`src/design/ems_pkg.sv`:
```
// shared types and constants for the eased marker slide block
package ems_pkg;

    localparam int POS_W    = 16;
    localparam int TIME_W   = 32;
    localparam int CFG_W    = 16;
    localparam int ROWH_W   = 8;
    localparam int HEIGHT_W = 15;
    localparam int ADDR_W   = 4;
    localparam int DATA_W   = 32;

    // request codes
    localparam logic [1:0] REQ_INIT  = 2'd0;
    localparam logic [1:0] REQ_START = 2'd1;
    localparam logic [1:0] REQ_TICK  = 2'd2;

    // register indexes (byte address bits [3:2])
    localparam logic [1:0] REG_DURATION = 2'd0;
    localparam logic [1:0] REG_STEP     = 2'd1;
    localparam logic [1:0] REG_ROW_H    = 2'd2;

    localparam logic [CFG_W-1:0]  DURATION_RST = 16'd200;
    localparam logic [CFG_W-1:0]  STEP_RST     = 16'd16;
    localparam logic [ROWH_W-1:0] ROW_H_RST    = 8'd16;

    // progress is in units of 1/1024
    localparam int QUO_BITS   = 10;
    localparam int EASE_W     = QUO_BITS + 1;
    localparam int CUBE_SHIFT = 2 * QUO_BITS;
    localparam logic [EASE_W-1:0] EASE_ONE = 11'd1024;

    localparam logic [HEIGHT_W-1:0] HEIGHT_MAX = 15'h7fff;

    typedef struct packed {
        logic                done;
        logic [QUO_BITS-1:0] quo;
    } t_div_sts;

endpackage

```
`src/design/ems_intf.sv`:
```
// request and result channel interfaces
interface ems_req_if;
    logic                             valid;
    logic                             ready;
    logic [1:0]                       req_type;
    logic signed [ems_pkg::POS_W-1:0] position;
    logic signed [ems_pkg::POS_W-1:0] target;
    logic [ems_pkg::TIME_W-1:0]       time_now;

    modport source (output valid, output req_type, output position, output target,
                    output time_now, input ready);
    modport sink   (input valid, input req_type, input position, input target,
                    input time_now, output ready);
endinterface

interface ems_res_if;
    logic                                valid;
    logic                                ready;
    logic                                repaint;
    logic signed [ems_pkg::POS_W-1:0]    dirty_top;
    logic [ems_pkg::HEIGHT_W-1:0]        dirty_height;
    logic signed [ems_pkg::POS_W-1:0]    marker_y;
    logic                                busy_res;

    modport source (output valid, output repaint, output dirty_top, output dirty_height,
                    output marker_y, output busy_res, input ready);
    modport sink   (input valid, input repaint, input dirty_top, input dirty_height,
                    input marker_y, input busy_res, output ready);
endinterface

```
`src/design/ems_div.sv`:
```
// radix-2 restoring divider for the progress fraction, one quotient bit a cycle
module ems_div (
    input  logic                         i_clk,
    input  logic                         i_rst_n,
    input  logic                         i_start,
    input  logic [ems_pkg::CFG_W-1:0]    i_rem,
    input  logic [ems_pkg::CFG_W-1:0]    i_divisor,
    output ems_pkg::t_div_sts            o_sts
);

    localparam int CNT_W = $clog2(ems_pkg::QUO_BITS);
    localparam logic [CNT_W-1:0] CNT_LAST = CNT_W'(ems_pkg::QUO_BITS - 1);

    logic                         r_busy;
    logic                         r_done;
    logic [CNT_W-1:0]             r_cnt;
    logic [ems_pkg::CFG_W-1:0]    r_rem;
    logic [ems_pkg::CFG_W-1:0]    r_div;
    logic [ems_pkg::QUO_BITS-1:0] r_quo;

    logic [ems_pkg::CFG_W:0]      shifted;
    logic [ems_pkg::CFG_W:0]      trial;
    logic                         fits;

    // remainder stays below the divisor, so a 17-bit trial is enough
    assign shifted = {r_rem, 1'b0};
    assign trial   = shifted - {1'b0, r_div};
    assign fits    = shifted >= {1'b0, r_div};

    always_ff @(posedge i_clk) begin
        if (!i_rst_n) begin
            r_busy <= 1'b0;
            r_done <= 1'b0;
            r_cnt  <= '0;
        end else begin
            r_done <= 1'b0;
            if (i_start) begin
                r_busy <= 1'b1;
                r_cnt  <= '0;
            end else if (r_busy) begin
                r_cnt <= r_cnt + 1'b1;
                if (r_cnt == CNT_LAST) begin
                    r_busy <= 1'b0;
                    r_done <= 1'b1;
                end
            end
        end
    end

    always_ff @(posedge i_clk) begin
        if (i_start) begin
            r_rem <= i_rem;
            r_div <= i_divisor;
            r_quo <= '0;
        end else if (r_busy) begin
            r_rem <= fits ? trial[ems_pkg::CFG_W-1:0] : shifted[ems_pkg::CFG_W-1:0];
            r_quo <= {r_quo[ems_pkg::QUO_BITS-2:0], fits};
        end
    end

    assign o_sts.done = r_done;
    assign o_sts.quo  = r_quo;

    a_done_idle: assert property (@(posedge i_clk) disable iff (!i_rst_n)
        r_done |-> !r_busy)
        else $error("divider done while still busy");

    a_no_restart: assert property (@(posedge i_clk) disable iff (!i_rst_n)
        i_start |-> !r_busy)
        else $error("divider restarted mid-division");

    a_rem_below: assert property (@(posedge i_clk) disable iff (!i_rst_n)
        r_busy |-> (r_rem < r_div))
        else $error("divider remainder reached divisor");

endmodule

```
`src/design/eased_marker_slide_core.sv`:
```
// top level of the eased marker slide block: sequencer, shared multiplier, state, apb
//
// usage:
//   i_req carries one request (init, start or tick) per valid/ready handshake.
//   o_res returns exactly one result for every request, in order.
//   the apb port writes anim_duration (0x0), step_interval (0x4) and
//   row_height (0x8); reads return the register value, pready is tied high.
// request flow:
//   init, start, unknown codes and ticks that do not move the slide along
//   the curve go from acceptance through S_FIN into the output register.
//   a tick that lands inside the slide runs the 10-bit progress divider
//   (one quotient bit per cycle), then three passes through the one shared
//   multiplier (square, cube, distance) and a rounding add, then S_FIN and
//   the output register. i_req.ready is high only while the sequencer is idle
//   and out of reset, so one request is in flight.
// reset (synchronous, active low): slide stopped, all positions and times
//   zero, registers at 200 / 16 / 16, no result pending.
// stall: a finished result sits in the output register; the next request
//   is still accepted, but its result waits until o_res is taken.
module eased_marker_slide_core (
    input  logic                              i_clk,
    input  logic                              i_rst_n,
    ems_req_if.sink                           i_req,
    ems_res_if.source                         o_res,
    input  logic                              psel,
    input  logic                              penable,
    input  logic                              pwrite,
    input  logic [ems_pkg::ADDR_W-1:0]        paddr,
    input  logic [ems_pkg::DATA_W-1:0]        pwdata,
    output logic [ems_pkg::DATA_W-1:0]        prdata,
    output logic                              pready
);

    typedef enum logic [2:0] {
        S_IDLE,
        S_DIV,
        S_SQ,
        S_CUBE,
        S_DIST,
        S_ADD,
        S_FIN
    } t_state;

    localparam int PW = ems_pkg::POS_W;
    localparam int EW = ems_pkg::EASE_W;

    // configuration
    logic [ems_pkg::CFG_W-1:0]  r_dur;
    logic [ems_pkg::CFG_W-1:0]  r_step;
    logic [ems_pkg::ROWH_W-1:0] r_row_h;

    // slide state
    logic                       r_running;
    logic signed [PW-1:0]       r_origin;
    logic signed [PW-1:0]       r_goal;
    logic signed [PW-1:0]       r_now_y;
    logic signed [PW-1:0]       r_prior;
    logic [ems_pkg::TIME_W-1:0] r_begin;
    logic [ems_pkg::TIME_W-1:0] r_last;

    // sequencer and latched request
    t_state                     r_state, n_state;
    logic [1:0]                 r_req;
    logic signed [PW-1:0]       r_pos;
    logic signed [PW-1:0]       r_tgt;
    logic [ems_pkg::TIME_W-1:0] r_time;
    logic                       r_due;
    logic                       r_snap;
    logic [EW-1:0]              r_inv;
    logic signed [33:0]         r_prod;
    logic signed [PW-1:0]       r_next;

    // output register
    logic                       r_out_valid;
    logic                       r_out_repaint;
    logic signed [PW-1:0]       r_out_top;
    logic [ems_pkg::HEIGHT_W-1:0] r_out_height;
    logic signed [PW-1:0]       r_out_y;
    logic                       r_out_busy;

    logic                       accept;
    logic                       fin_go;
    logic                       cfg_wr;
    logic [ems_pkg::TIME_W-1:0] since_upd;
    logic [ems_pkg::TIME_W-1:0] elapsed;
    logic                       due;
    logic                       snap;
    logic                       div_start;
    ems_pkg::t_div_sts          div_sts;

    logic [EW-1:0]              inv;
    logic [EW-1:0]              eased;
    logic signed [PW:0]         travel;
    logic signed [21:0]         mul_a;
    logic signed [11:0]         mul_b;
    logic signed [33:0]         mul_p;
    logic signed [33:0]         rnd;
    logic signed [33:0]         quot;
    logic signed [PW:0]         next_sum;

    logic signed [PW-1:0]       start_y;
    logic                       moved;
    logic signed [PW-1:0]       lo;
    logic signed [PW-1:0]       hi;
    logic [PW:0]                span;
    logic [PW:0]                hsum;
    logic [ems_pkg::HEIGHT_W-1:0] height;
    logic                       fin_running;
    logic signed [PW-1:0]       fin_y;

    // ---------------- configuration port ----------------
    assign pready = 1'b1;
    assign cfg_wr = psel && penable && pwrite;

    always_comb begin
        case (paddr[3:2])
            ems_pkg::REG_DURATION: prdata = {16'd0, r_dur};
            ems_pkg::REG_STEP:     prdata = {16'd0, r_step};
            ems_pkg::REG_ROW_H:    prdata = {24'd0, r_row_h};
            default:               prdata = '0;
        endcase
    end

    always_ff @(posedge i_clk) begin
        if (!i_rst_n) begin
            r_dur   <= ems_pkg::DURATION_RST;
            r_step  <= ems_pkg::STEP_RST;
            r_row_h <= ems_pkg::ROW_H_RST;
        end else if (cfg_wr) begin
            case (paddr[3:2])
                ems_pkg::REG_DURATION: r_dur   <= pwdata[ems_pkg::CFG_W-1:0];
                ems_pkg::REG_STEP:     r_step  <= pwdata[ems_pkg::CFG_W-1:0];
                ems_pkg::REG_ROW_H:    r_row_h <= pwdata[ems_pkg::ROWH_W-1:0];
                default: ;
            endcase
        end
    end

    // ---------------- request intake ----------------
    // no request is taken while reset is held
    assign i_req.ready = i_rst_n && (r_state == S_IDLE);
    assign accept      = i_req.valid && i_req.ready;

    // time differences wrap modulo 2^32
    assign since_upd = i_req.time_now - r_last;
    assign elapsed   = i_req.time_now - r_begin;
    assign due       = (i_req.req_type == ems_pkg::REQ_TICK) && r_running &&
                       (since_upd >= {16'd0, r_step});
    // past the duration the marker snaps to the goal, no division
    assign snap      = elapsed >= {16'd0, r_dur};
    assign div_start = accept && due && !snap;

    // elapsed < duration here, so it fits 16 bits and the quotient fits 10
    ems_div u_div (
        .i_clk     (i_clk),
        .i_rst_n   (i_rst_n),
        .i_start   (div_start),
        .i_rem     (elapsed[ems_pkg::CFG_W-1:0]),
        .i_divisor (r_dur),
        .o_sts     (div_sts)
    );

    // ---------------- shared multiplier ----------------
    assign inv    = ems_pkg::EASE_ONE - {1'b0, div_sts.quo};
    // eased = 1024 - (inv^3 >> 20)
    assign eased  = ems_pkg::EASE_ONE - r_prod[30:ems_pkg::CUBE_SHIFT];
    assign travel = {r_goal[PW-1], r_goal} - {r_origin[PW-1], r_origin};

    always_comb begin
        case (r_state)
            S_SQ: begin
                mul_a = $signed({11'd0, r_inv});
                mul_b = $signed({1'b0, r_inv});
            end
            S_CUBE: begin
                mul_a = $signed({1'b0, r_prod[20:0]});
                mul_b = $signed({1'b0, r_inv});
            end
            S_DIST: begin
                mul_a = $signed({{5{travel[PW]}}, travel});
                mul_b = $signed({1'b0, eased});
            end
            default: begin
                mul_a = '0;
                mul_b = '0;
            end
        endcase
    end

    assign mul_p = mul_a * mul_b;

    // divide by 1024 truncating toward zero: bias negatives before the shift
    assign rnd      = r_prod + (r_prod[33] ? 34'sd1023 : 34'sd0);
    assign quot     = rnd >>> ems_pkg::QUO_BITS;
    assign next_sum = {r_origin[PW-1], r_origin} + quot[PW:0];

    // ---------------- result of the request ----------------
    assign fin_go  = (r_state == S_FIN) && (!r_out_valid || o_res.ready);
    assign start_y = r_running ? r_now_y : r_pos;
    assign moved   = (r_req == ems_pkg::REQ_TICK) && r_due && (r_next != r_now_y);
    assign lo      = (r_now_y < r_next) ? r_now_y : r_next;
    assign hi      = (r_now_y < r_next) ? r_next : r_now_y;
    assign span    = {hi[PW-1], hi} - {lo[PW-1], lo};
    assign hsum    = {1'b0, span[PW-1:0]} + {9'd0, r_row_h};
    assign height  = (hsum > {2'b00, ems_pkg::HEIGHT_MAX}) ? ems_pkg::HEIGHT_MAX
                                                          : hsum[ems_pkg::HEIGHT_W-1:0];

    always_comb begin
        fin_running = r_running;
        fin_y       = r_now_y;
        case (r_req)
            ems_pkg::REQ_INIT: begin
                fin_running = 1'b0;
                fin_y       = r_pos;
            end
            ems_pkg::REQ_START: begin
                fin_running = (start_y != r_tgt);
                fin_y       = start_y;
            end
            ems_pkg::REQ_TICK: begin
                if (r_due && r_snap) begin
                    fin_running = 1'b0;
                end
                if (moved) begin
                    fin_y = r_next;
                end
            end
            default: ;
        endcase
    end

    // ---------------- sequencer ----------------
    always_comb begin
        n_state = r_state;
        case (r_state)
            S_IDLE:  if (accept) n_state = div_start ? S_DIV : S_FIN;
            S_DIV:   if (div_sts.done) n_state = S_SQ;
            S_SQ:    n_state = S_CUBE;
            S_CUBE:  n_state = S_DIST;
            S_DIST:  n_state = S_ADD;
            S_ADD:   n_state = S_FIN;
            S_FIN:   if (fin_go) n_state = S_IDLE;
            default: n_state = S_IDLE;
        endcase
    end

    always_ff @(posedge i_clk) begin
        if (!i_rst_n) begin
            r_state     <= S_IDLE;
            r_out_valid <= 1'b0;
            r_running   <= 1'b0;
            r_origin    <= '0;
            r_goal      <= '0;
            r_now_y     <= '0;
            r_prior     <= '0;
            r_begin     <= '0;
            r_last      <= '0;
        end else begin
            r_state <= n_state;

            if (fin_go) begin
                r_out_valid <= 1'b1;
            end else if (o_res.ready) begin
                r_out_valid <= 1'b0;
            end

            if (fin_go) begin
                r_running <= fin_running;
                r_now_y   <= fin_y;
                case (r_req)
                    ems_pkg::REQ_INIT: begin
                        r_origin <= r_pos;
                        r_goal   <= r_pos;
                        r_prior  <= r_pos;
                        r_begin  <= '0;
                        r_last   <= '0;
                    end
                    ems_pkg::REQ_START: begin
                        r_origin <= start_y;
                        r_goal   <= r_tgt;
                        r_prior  <= start_y;
                        r_begin  <= r_time;
                        r_last   <= r_time;
                    end
                    ems_pkg::REQ_TICK: begin
                        if (r_due) begin
                            r_last <= r_time;
                        end
                        if (moved) begin
                            r_prior <= r_now_y;
                        end
                    end
                    default: ;
                endcase
            end
        end
    end

    // datapath registers
    always_ff @(posedge i_clk) begin
        if (accept) begin
            r_req  <= i_req.req_type;
            r_pos  <= i_req.position;
            r_tgt  <= i_req.target;
            r_time <= i_req.time_now;
            r_due  <= due;
            r_snap <= snap;
            r_next <= r_goal;
        end
        if (r_state == S_DIV && div_sts.done) begin
            r_inv <= inv;
        end
        if (r_state == S_SQ || r_state == S_CUBE || r_state == S_DIST) begin
            r_prod <= mul_p;
        end
        if (r_state == S_ADD) begin
            r_next <= next_sum[PW-1:0];
        end
        if (fin_go) begin
            r_out_repaint <= moved;
            r_out_top     <= moved ? lo : '0;
            r_out_height  <= moved ? height : '0;
            r_out_y       <= fin_y;
            r_out_busy    <= fin_running;
        end
    end

    assign o_res.valid        = r_out_valid;
    assign o_res.repaint      = r_out_repaint;
    assign o_res.dirty_top    = r_out_top;
    assign o_res.dirty_height = r_out_height;
    assign o_res.marker_y     = r_out_y;
    assign o_res.busy_res     = r_out_busy;

    // a running slide always has somewhere to go
    a_run_has_span: assert property (@(posedge i_clk) disable iff (!i_rst_n)
        r_running |-> (r_origin != r_goal))
        else $error("slide running with origin equal to goal");

    // the marker never leaves the segment between origin and goal
    a_marker_in_span: assert property (@(posedge i_clk) disable iff (!i_rst_n)
        r_running |-> (((r_now_y >= r_origin) && (r_now_y <= r_goal)) ||
                       ((r_now_y <= r_origin) && (r_now_y >= r_goal))))
        else $error("marker outside slide span");

    // the previous marker position stays on the same segment
    a_prior_in_span: assert property (@(posedge i_clk) disable iff (!i_rst_n)
        r_running |-> (((r_prior >= r_origin) && (r_prior <= r_goal)) ||
                       ((r_prior <= r_origin) && (r_prior >= r_goal))))
        else $error("previous marker position outside slide span");

    // a tick is only acted on while a slide is running
    a_due_running: assert property (@(posedge i_clk) disable iff (!i_rst_n)
        (r_state != S_IDLE && r_due) |-> r_running)
        else $error("tick acted on with no slide running");

    // a tick past the duration ends the slide
    a_snap_stops: assert property (@(posedge i_clk) disable iff (!i_rst_n)
        (fin_go && r_req == ems_pkg::REQ_TICK && r_due && r_snap) |=> !r_running)
        else $error("slide still running after final tick");

endmodule

```
`src/flat_wrapper.sv`:
```
// flat-port wrapper written by rule: the top's interface ports become plain ports
module eased_marker_slide_core_flat 
  (i_clk, i_rst_n, psel, penable, pwrite, paddr, pwdata, prdata, pready, i_req_valid, i_req_req_type, i_req_position, i_req_target, i_req_time_now, i_req_ready, o_res_valid, o_res_repaint, o_res_dirty_top, o_res_dirty_height, o_res_marker_y, o_res_busy_res, o_res_ready);
  ems_req_if i_req_i ();
  ems_res_if o_res_i ();
  input  logic i_clk;
  input  logic i_rst_n;
  input  logic psel;
  input  logic penable;
  input  logic pwrite;
  input  logic [ems_pkg::ADDR_W-1:0] paddr;
  input  logic [ems_pkg::DATA_W-1:0] pwdata;
  output logic [ems_pkg::DATA_W-1:0] prdata;
  output logic pready;
  input wire logic [$bits(i_req_i.valid)-1:0] i_req_valid;
  input wire logic [$bits(i_req_i.req_type)-1:0] i_req_req_type;
  input wire logic [$bits(i_req_i.position)-1:0] i_req_position;
  input wire logic [$bits(i_req_i.target)-1:0] i_req_target;
  input wire logic [$bits(i_req_i.time_now)-1:0] i_req_time_now;
  output wire logic [$bits(i_req_i.ready)-1:0] i_req_ready;
  output wire logic [$bits(o_res_i.valid)-1:0] o_res_valid;
  output wire logic [$bits(o_res_i.repaint)-1:0] o_res_repaint;
  output wire logic [$bits(o_res_i.dirty_top)-1:0] o_res_dirty_top;
  output wire logic [$bits(o_res_i.dirty_height)-1:0] o_res_dirty_height;
  output wire logic [$bits(o_res_i.marker_y)-1:0] o_res_marker_y;
  output wire logic [$bits(o_res_i.busy_res)-1:0] o_res_busy_res;
  input wire logic [$bits(o_res_i.ready)-1:0] o_res_ready;
  assign i_req_i.valid = i_req_valid;
  assign i_req_i.req_type = i_req_req_type;
  assign i_req_i.position = i_req_position;
  assign i_req_i.target = i_req_target;
  assign i_req_i.time_now = i_req_time_now;
  assign i_req_ready = i_req_i.ready;
  assign o_res_valid = o_res_i.valid;
  assign o_res_repaint = o_res_i.repaint;
  assign o_res_dirty_top = o_res_i.dirty_top;
  assign o_res_dirty_height = o_res_i.dirty_height;
  assign o_res_marker_y = o_res_i.marker_y;
  assign o_res_busy_res = o_res_i.busy_res;
  assign o_res_i.ready = o_res_ready;
  eased_marker_slide_core u_core (.i_clk(i_clk), .i_rst_n(i_rst_n), .i_req(i_req_i), .o_res(o_res_i), .psel(psel), .penable(penable), .pwrite(pwrite), .paddr(paddr), .pwdata(pwdata), .prdata(prdata), .pready(pready));
endmodule
```
`config.mk`:
```
export PLATFORM = sky130hd
export DESIGN_NAME = eased_marker_slide_core_flat
export DESIGN_NICKNAME = d
export VERILOG_FILES = /design/src/design/ems_pkg.sv /design/src/design/ems_intf.sv /design/src/design/ems_div.sv /design/src/design/eased_marker_slide_core.sv /design/src/flat_wrapper.sv
export SDC_FILE = /design/constraint.sdc
export NUM_CORES = 2
export LEC_CHECK = 0
export ABC_AREA = 1
export BUFFER_PORTS_ARGS = -buffer_cell sky130_fd_sc_hd__buf_2
export CAP_MARGIN = 20
export CORE_ASPECT_RATIO = 0.75
export CORE_MARGIN = 2
export CORE_UTILIZATION = 30
export DETAILED_ROUTE_END_ITERATION = 10
export PLACE_DENSITY_LB_ADDON = 0.15
export SLEW_MARGIN = 15
export SYNTH_ARGS = -nofsm -noshare
export SYNTH_HDL_FRONTEND = slang
export SYNTH_SLANG_ARGS = --single-unit
```
`constraint.sdc`:
```
create_clock -name i_clk -period 7.9 [get_ports i_clk]
set_clock_uncertainty 0.15 [all_clocks]
set_input_delay 0 -clock i_clk [delete_from_list [all_inputs] [get_ports i_clk]]
set_output_delay 0 -clock i_clk [all_outputs]
set_load 0.02 [all_outputs]
```
* After elaboration in Yosys (flattened, before gate mapping)
Cells that the tools add are included.
** Operators by class
- Add/subtract/negate cells :: 11
- Multiply operators :: 1
- $lt $le $gt $ge :: 5
- Equality and inequality tests :: 18
- Multiplexer cells :: 33
- Bitwise operators :: 2
- Reductions and logical operators :: 35
** Operators with widths (number)
- $mux W16 :: 9
- $pmux W16 S3 :: 2
- $pmux W32 S3 :: 1
- $pmux W22 S3 :: 1
- $ge A32 B16 Y1 :: 2
- $pmux W16 S2 :: 2
- $pmux W32 S2 :: 1
- $sub A32 B32 Y32 :: 2
- $mul A22 B12 Y34 :: 1
- $mux W32 :: 1
- $ne A16 B16 Y1 :: 2
- $sub A16 B16 Y16 :: 2
- $add A26 B26 Y26 :: 1
- $pmux W11 S2 :: 1
- $pmux W3 S7 :: 1
- $add A16 B8 Y17 :: 1
- $ge A17 B16 Y1 :: 1
- $gt A17 B15 Y1 const B :: 1
- $sub A16 B16 Y17 :: 1
- $add A16 B16 Y16 :: 1
- $lt A16 B16 Y1 :: 1
- $mux W15 :: 1
- $logic_and A1 B1 Y1 :: 13
- $mux W3 :: 4
- other kinds (25) :: 52
** Word-level totals
- Bits in registers :: 383
- Input bits :: 109
- Output and inout bits :: 84
- Logic and storage cells :: 136

* Depth between registers and ports, before layout
- Depth in word-level cells :: 8
- Mapped depth :: 43
- Mapped depth without buffers :: 41

* Modules after synthesis
Synthesis repeated with hierarchy kept, for this count alone.
** Second synthesis, totals
- Cell total of the unflattened synthesis :: 4404
- Area total of the unflattened synthesis :: 33877.5 um2
** Modules (own cells, without submodules)
- eased_marker_slide_core :: instances 1, cells an instance 3987, area each 30696.9 um2, sequential area each 8428.1 um2
- ems_div :: instances 1, cells an instance 417, area each 3180.6 um2, sequential area each 1281.2 um2

* Worst setup path before layout
OpenSTA, ideal clock, no wires.
- Path kind :: register to register
- From :: reg u_core.r_prod[20]
- To :: reg u_core.r_prod[29], data pin
- Library setup time :: 262 ps
- Arrival time :: 6953 ps
- Required time :: 7488 ps
- Path slack :: 535 ps
- Stages on the path, launching flop included :: 38
- Path buffers :: 2
- Period minus slack after synthesis :: 7365 ps
- Cell sequence :: edfxtp_1 > inv_1 > ha_1 > inv_1 > nor2_1 > inv_1 > nor2_1 > inv_1 > nor2_1 > inv_1 > nor3_1 > inv_1 > o21ai_0 > nand3_1 > o21a_1 > clkbuf_1 > inv_1 > clkbuf_1 > (+2 left out) > fa_1 > fa_1 > inv_1 > fa_1 > inv_1 > fa_1 > inv_1 > ha_1 > nand2_1 > o21ai_0 > a21oi_1 > o21bai_1 > a31oi_1 > o21ai_0 > a21oi_1 > o21ai_0 > a21oi_1 > xor2_1
** Between the ends
- Word-level cells in the longest chain between the ends :: 3
- Elaborated cells on any way between the ends :: 4
- Those cells by class :: add/sub: 1; mul: 1; mux: 2
** Ends and longest elaborated chain
- start: declaration :: RTL line eased_marker_slide_core.sv:70 : logic signed [33:0] r_prod;
- start signal: assignment :: RTL line eased_marker_slide_core.sv:314 : r_prod <= mul_p;
- $sub A11 B11 Y11 :: RTL line eased_marker_slide_core.sv:166 : assign eased = ems_pkg::EASE_ONE - r_prod[30:ems_pkg::CUBE_SHIFT];
- $pmux W11 S2 :: RTL line eased_marker_slide_core.sv:170 : case (r_state)
- $mul A22 B12 Y34 (*) :: RTL line eased_marker_slide_core.sv:190 : assign mul_p = mul_a * mul_b;
- net u_core.mul_p[29] :: RTL line eased_marker_slide_core.sv:96 : logic signed [33:0] mul_p;
The timed path passes the listed nets; every way through them passes the cells marked *.
A chain may end at the register's enable or synchronous reset.

* Worst setup path in the final report
- From :: reg u_core.r_goal[0]
- To :: reg u_core.r_prod[30], data pin
** Between the ends
- Word-level cells in the longest chain between the ends :: 3
** Ends and longest elaborated chain
- start: declaration :: RTL line eased_marker_slide_core.sv:55 : logic signed [PW-1:0] r_goal;
- start signal: assignment :: RTL line eased_marker_slide_core.sv:273 : r_goal <= r_pos;
- start signal: assignment :: RTL line eased_marker_slide_core.sv:280 : r_goal <= r_tgt;
- $sub A16 B16 Y17 :: RTL line eased_marker_slide_core.sv:167 : assign travel = {r_goal[PW-1], r_goal} - {r_origin[PW-1], r_origin};
- $pmux W22 S3 :: RTL line eased_marker_slide_core.sv:170
- $mul A22 B12 Y34 :: RTL line eased_marker_slide_core.sv:190
- net u_core.mul_p[30] :: RTL line eased_marker_slide_core.sv:96
The timed path passes the listed nets, and every way through them passes these cells.

==> results.sh <==
export IMPL_status="finished, final reports clean"
export IMPL_worstSetupPathType="flip-flop to flip-flop"
export IMPL_postSynthAreaPerCell_um2=7.83
export IMPL_drt_pre_antenna_iters=5
export IMPL_ys_seq_elements=381
export IMPL_holdCritPathClass="primary input to flip-flop"
export IMPL_crit_path_start_kind="flip-flop"
export IMPL_worst_r2r_setup_slack_ns=0.52
export IMPL_critical_path_top_cell_by_count="fa_1"
export IMPL_cp_buffers_inverters=7
export IMPL_worst_relative_slew_slack=0.272
export IMPL_endpoint="u_core.r_prod[30]$_DFFE_PN_"
export IMPL_cts_buffers=44
export IMPL_postLayoutCoreUtil=0.352
export IMPL_grt_pass1_vias=28000
export IMPL_avgRoutedWirePerCell_um=18.2
export IMPL_synth_async_sr_flop_share=0
export IMPL_gr_total_overflow=0
export IMPL_post_route_min_period_ns=7.38
export IMPL_routed_wl_mm=110
export IMPL_finalWeightedCongestion=0.893
export IMPL_final_nets=5161
export IMPL_worstPathRequired_ns=8.11
export IMPL_synth_top_area_cell="edfxtp_1"
export IMPL_dieWidth_um=390
export IMPL_r2r_worst_path_cells=36
export IMPL_floorplan_initialDensity=0.301
export IMPL_yosysWarningCount=0
export IMPL_fin_cells=6067
export IMPL_met3_usage=0.0267
export IMPL_slew_violations=0
export IMPL_fmaxAchievable_mhz=136
export IMPL_global_route_hottest_layer="met1"
export IMPL_synthDistinctLibCells=63
export IMPL_totalNegativeSetupSlack_ns=0
export IMPL_share_of_post_route_cells_with_drive_strength_above_1=0.0992
export IMPL_r2r_start="u_core.r_goal[0]$_SDFFE_PN0P_"
export IMPL_cts_buffer_depth=3
export IMPL_vias=28800
export IMPL_p_leak_nw=17.9
export IMPL_yosysSeqAreaShare=0.290
export IMPL_power_ir_vdd_worst_v=0.000151
export IMPL_cts_max_level=2
export IMPL_crit_start="u_core.r_goal[0]$_SDFFE_PN0P_"
export IMPL_drt_drc_violations_left=0
export IMPL_grt_first_pass_wirelength_mm=170
export IMPL_use_met2=0.274
export IMPL_fin_crit_sh=0.934
export IMPL_fp_dieH_um=293
export IMPL_maximum_number_of_pins_on_one_net_before_global_route_repair=77
export IMPL_design_die_area_mm2=0.114
export IMPL_synthMostInstantiatedCell="nand2_1"
export IMPL_crit_cells=36
export IMPL_rows=106
export IMPL_fp_coreArea_mm2=0.111
export IMPL_port_buffers=157
export IMPL_grt_total_usage=0.191
export IMPL_io_pins=193
export IMPL_synthCells=4273
export IMPL_multi_input_area_mm2=0.0202
export IMPL_synthTopCellsByArea="edfxtp_1 19%, fa_1 13%, dfxtp_1 10%, ha_1 9.6%, nand2_1 9.1%"
export IMPL_initialDrtViolationCount=1826
export IMPL_dp_hpwl_mm=87.6
export IMPL_antenna_found_initial=0
export IMPL_diode_insertion_count_for_antenna_repair=0
export IMPL_grt_use_met1=0.304
export IMPL_viasPerCell=4.75
export IMPL_placed_cells=5856
export IMPL_synthFlopType="edfxtp_1"
export IMPL_r2r_end="u_core.r_prod[30]$_DFFE_PN_"
export IMPL_clock_insertion_delay_worst_skew_ns=0.62
export IMPL_fill_cells=11700
export IMPL_grt_setup_unrepaired="false"
export IMPL_critical_path_arrival_ns=7.59
export IMPL_max_cap_viol_count=0
export IMPL_clockRootBuffer="clkbuf_16"
export IMPL_hold_violations=0
export IMPL_power_density_mw_per_mm2=217
export IMPL_endpoint_kind="flip-flop"
export IMPL_clk_pin_slew_worst_paths_ns=0.06
export IMPL_netlist_top_cells_count="815 x nand2_1, 805 x inv_1, 346 x a21oi_1"
export IMPL_area_growth_synth_to_final_pct=16.8
export IMPL_tritoncts_clock_tree="yes"
export IMPL_worst_slew_pin_transition_ns=1.09
export IMPL_timing_critical_path_slowest_stage_cell="fa_1"
export IMPL_layout_area_seq_mm2=0.00971
export IMPL_worstPathMaxFanout=5
export IMPL_synth_largest_type_area_fraction=0.187
export IMPL_finalSetupViolCount=0
export IMPL_critical_path_top_delay_family="adder cells"
export IMPL_clock_sink_count=381
export IMPL_cp_slowest_stage_delay_ns=0.57
export IMPL_synthesis_area_mm2=0.0335
export IMPL_number_of_enable_type_register_cells_in_the_synthesized_netlist=208
export IMPL_postRouteAntennaNets=0
## metrics by stage
stage	setup WS (ns)	instance area [um^2]	power [W]	hold slack, ns
2_1_floorplan	0.535	33500	0.00497	-0.0511
3_3_place_gp	-0.0178	36200	0.00623	0.0287
3_5_place_dp	0.0337	36200	0.00622	0.0281
4_1_cts	0.0132	39000	0.00853	0.0000126
5_1_grt	0.00740	39100	0.00910	0.0155
6_report	0.522	39100	0.00848	0.0324
## layout make-up
type / count / area share
well taps: 1458 / 0.0467
clock buffers: 65 / 0.0342
multi-input cells: 2940 / 0.516
flip-flops and latches: 381 / 0.248
clock inverters: 17 / 0.00506
inverters: 836 / 0.0805
repair buffers: 370 / 0.0692
## layout by cell type (no fill, tap or decap), drive strengths merged, types with 65 or more instances in the layout
master	n
inv	826
dlygate4sd3	128
nor2	334
clkbuf	65
ha	258
fa	221
nand3	174
xor2	100
edfxtp	208
buf	242
a21oi	351
nand2	859
o21ai	268
dfxtp	173
## registers in the layout, summed over array words and instances, names as in the netlist, 32 cells and up
register / cells
u_core.r_begin: 32
u_core.r_prod: 32
u_core.r_last: 32
u_core.r_time: 32
## how the worst min path moves through the flow
stage | endpoint | depth (start not counted) | start | slack [ns]
2_1_floorplan | u_core.r_pos[0]$_DFFE_PP_ | 0 | i_req_position[0] | -0.05
3_3_place_gp | u_core.r_pos[3]$_DFFE_PP_ | 1 | i_req_position[3] | 0.03
3_5_place_dp | u_core.r_pos[3]$_DFFE_PP_ | 1 | i_req_position[3] | 0.03
4_1_cts | u_core.r_time[8]$_DFFE_PP_ | 2 | i_req_time_now[8] | 0.00001
5_1_grt | u_core.r_req[1]$_DFFE_PP_ | 2 | i_req_req_type[1] | 0.02
6_report | u_core.r_time[8]$_DFFE_PP_ | 2 | i_req_time_now[8] | 0.03
## power by group
group	switching, W	internal, W
clock	0.000927	0.00128
combinational	0.00252	0.00125
sequential	0.000153	0.00234
## repair_timing
| action | CTS | global route |
|---|---|---|
| endpoints found under the setup margin | 0 | 11 |
| gates resized for setup | 0 | 34 |
| hold buffers | 128 | 0 |
| buffers inserted | 0 | 1 |
| hold endpoints to repair | 122 | 0 |
## worst reg2reg max path, delay by kind of cell (launching register included)
family                   cells  cell delay, ns
flip-flops                   1            0.32
XOR/XNOR                     1            0.13
adder cells (fa/ha/maj)      8            3.40
AO/OA/AOI/OAI               10            1.40
AND/OR/NAND/NOR             10            1.01
buffers and inverters        7            0.73
## cell families after synthesis
group	share of synthesized area
fa+ha+maj	0.229
other cells	0.000224
mux	0.000598
compound gates	0.140
xor+xnor	0.0398
flops	0.290
simple gates	0.188
buf+inv	0.112
## per-layer routing
| layer | up-vias | part of all wire |
|---|---|---|
| met5 | - | 0 |
| met4 | 0 | 0.014 |
| met3 | 93 | 0.053 |
| met2 | 637 | 0.40 |
| met1 | 13700 | 0.53 |
| li1 | 14400 | - |
Note: power is estimated with default switching activity, not from simulation.
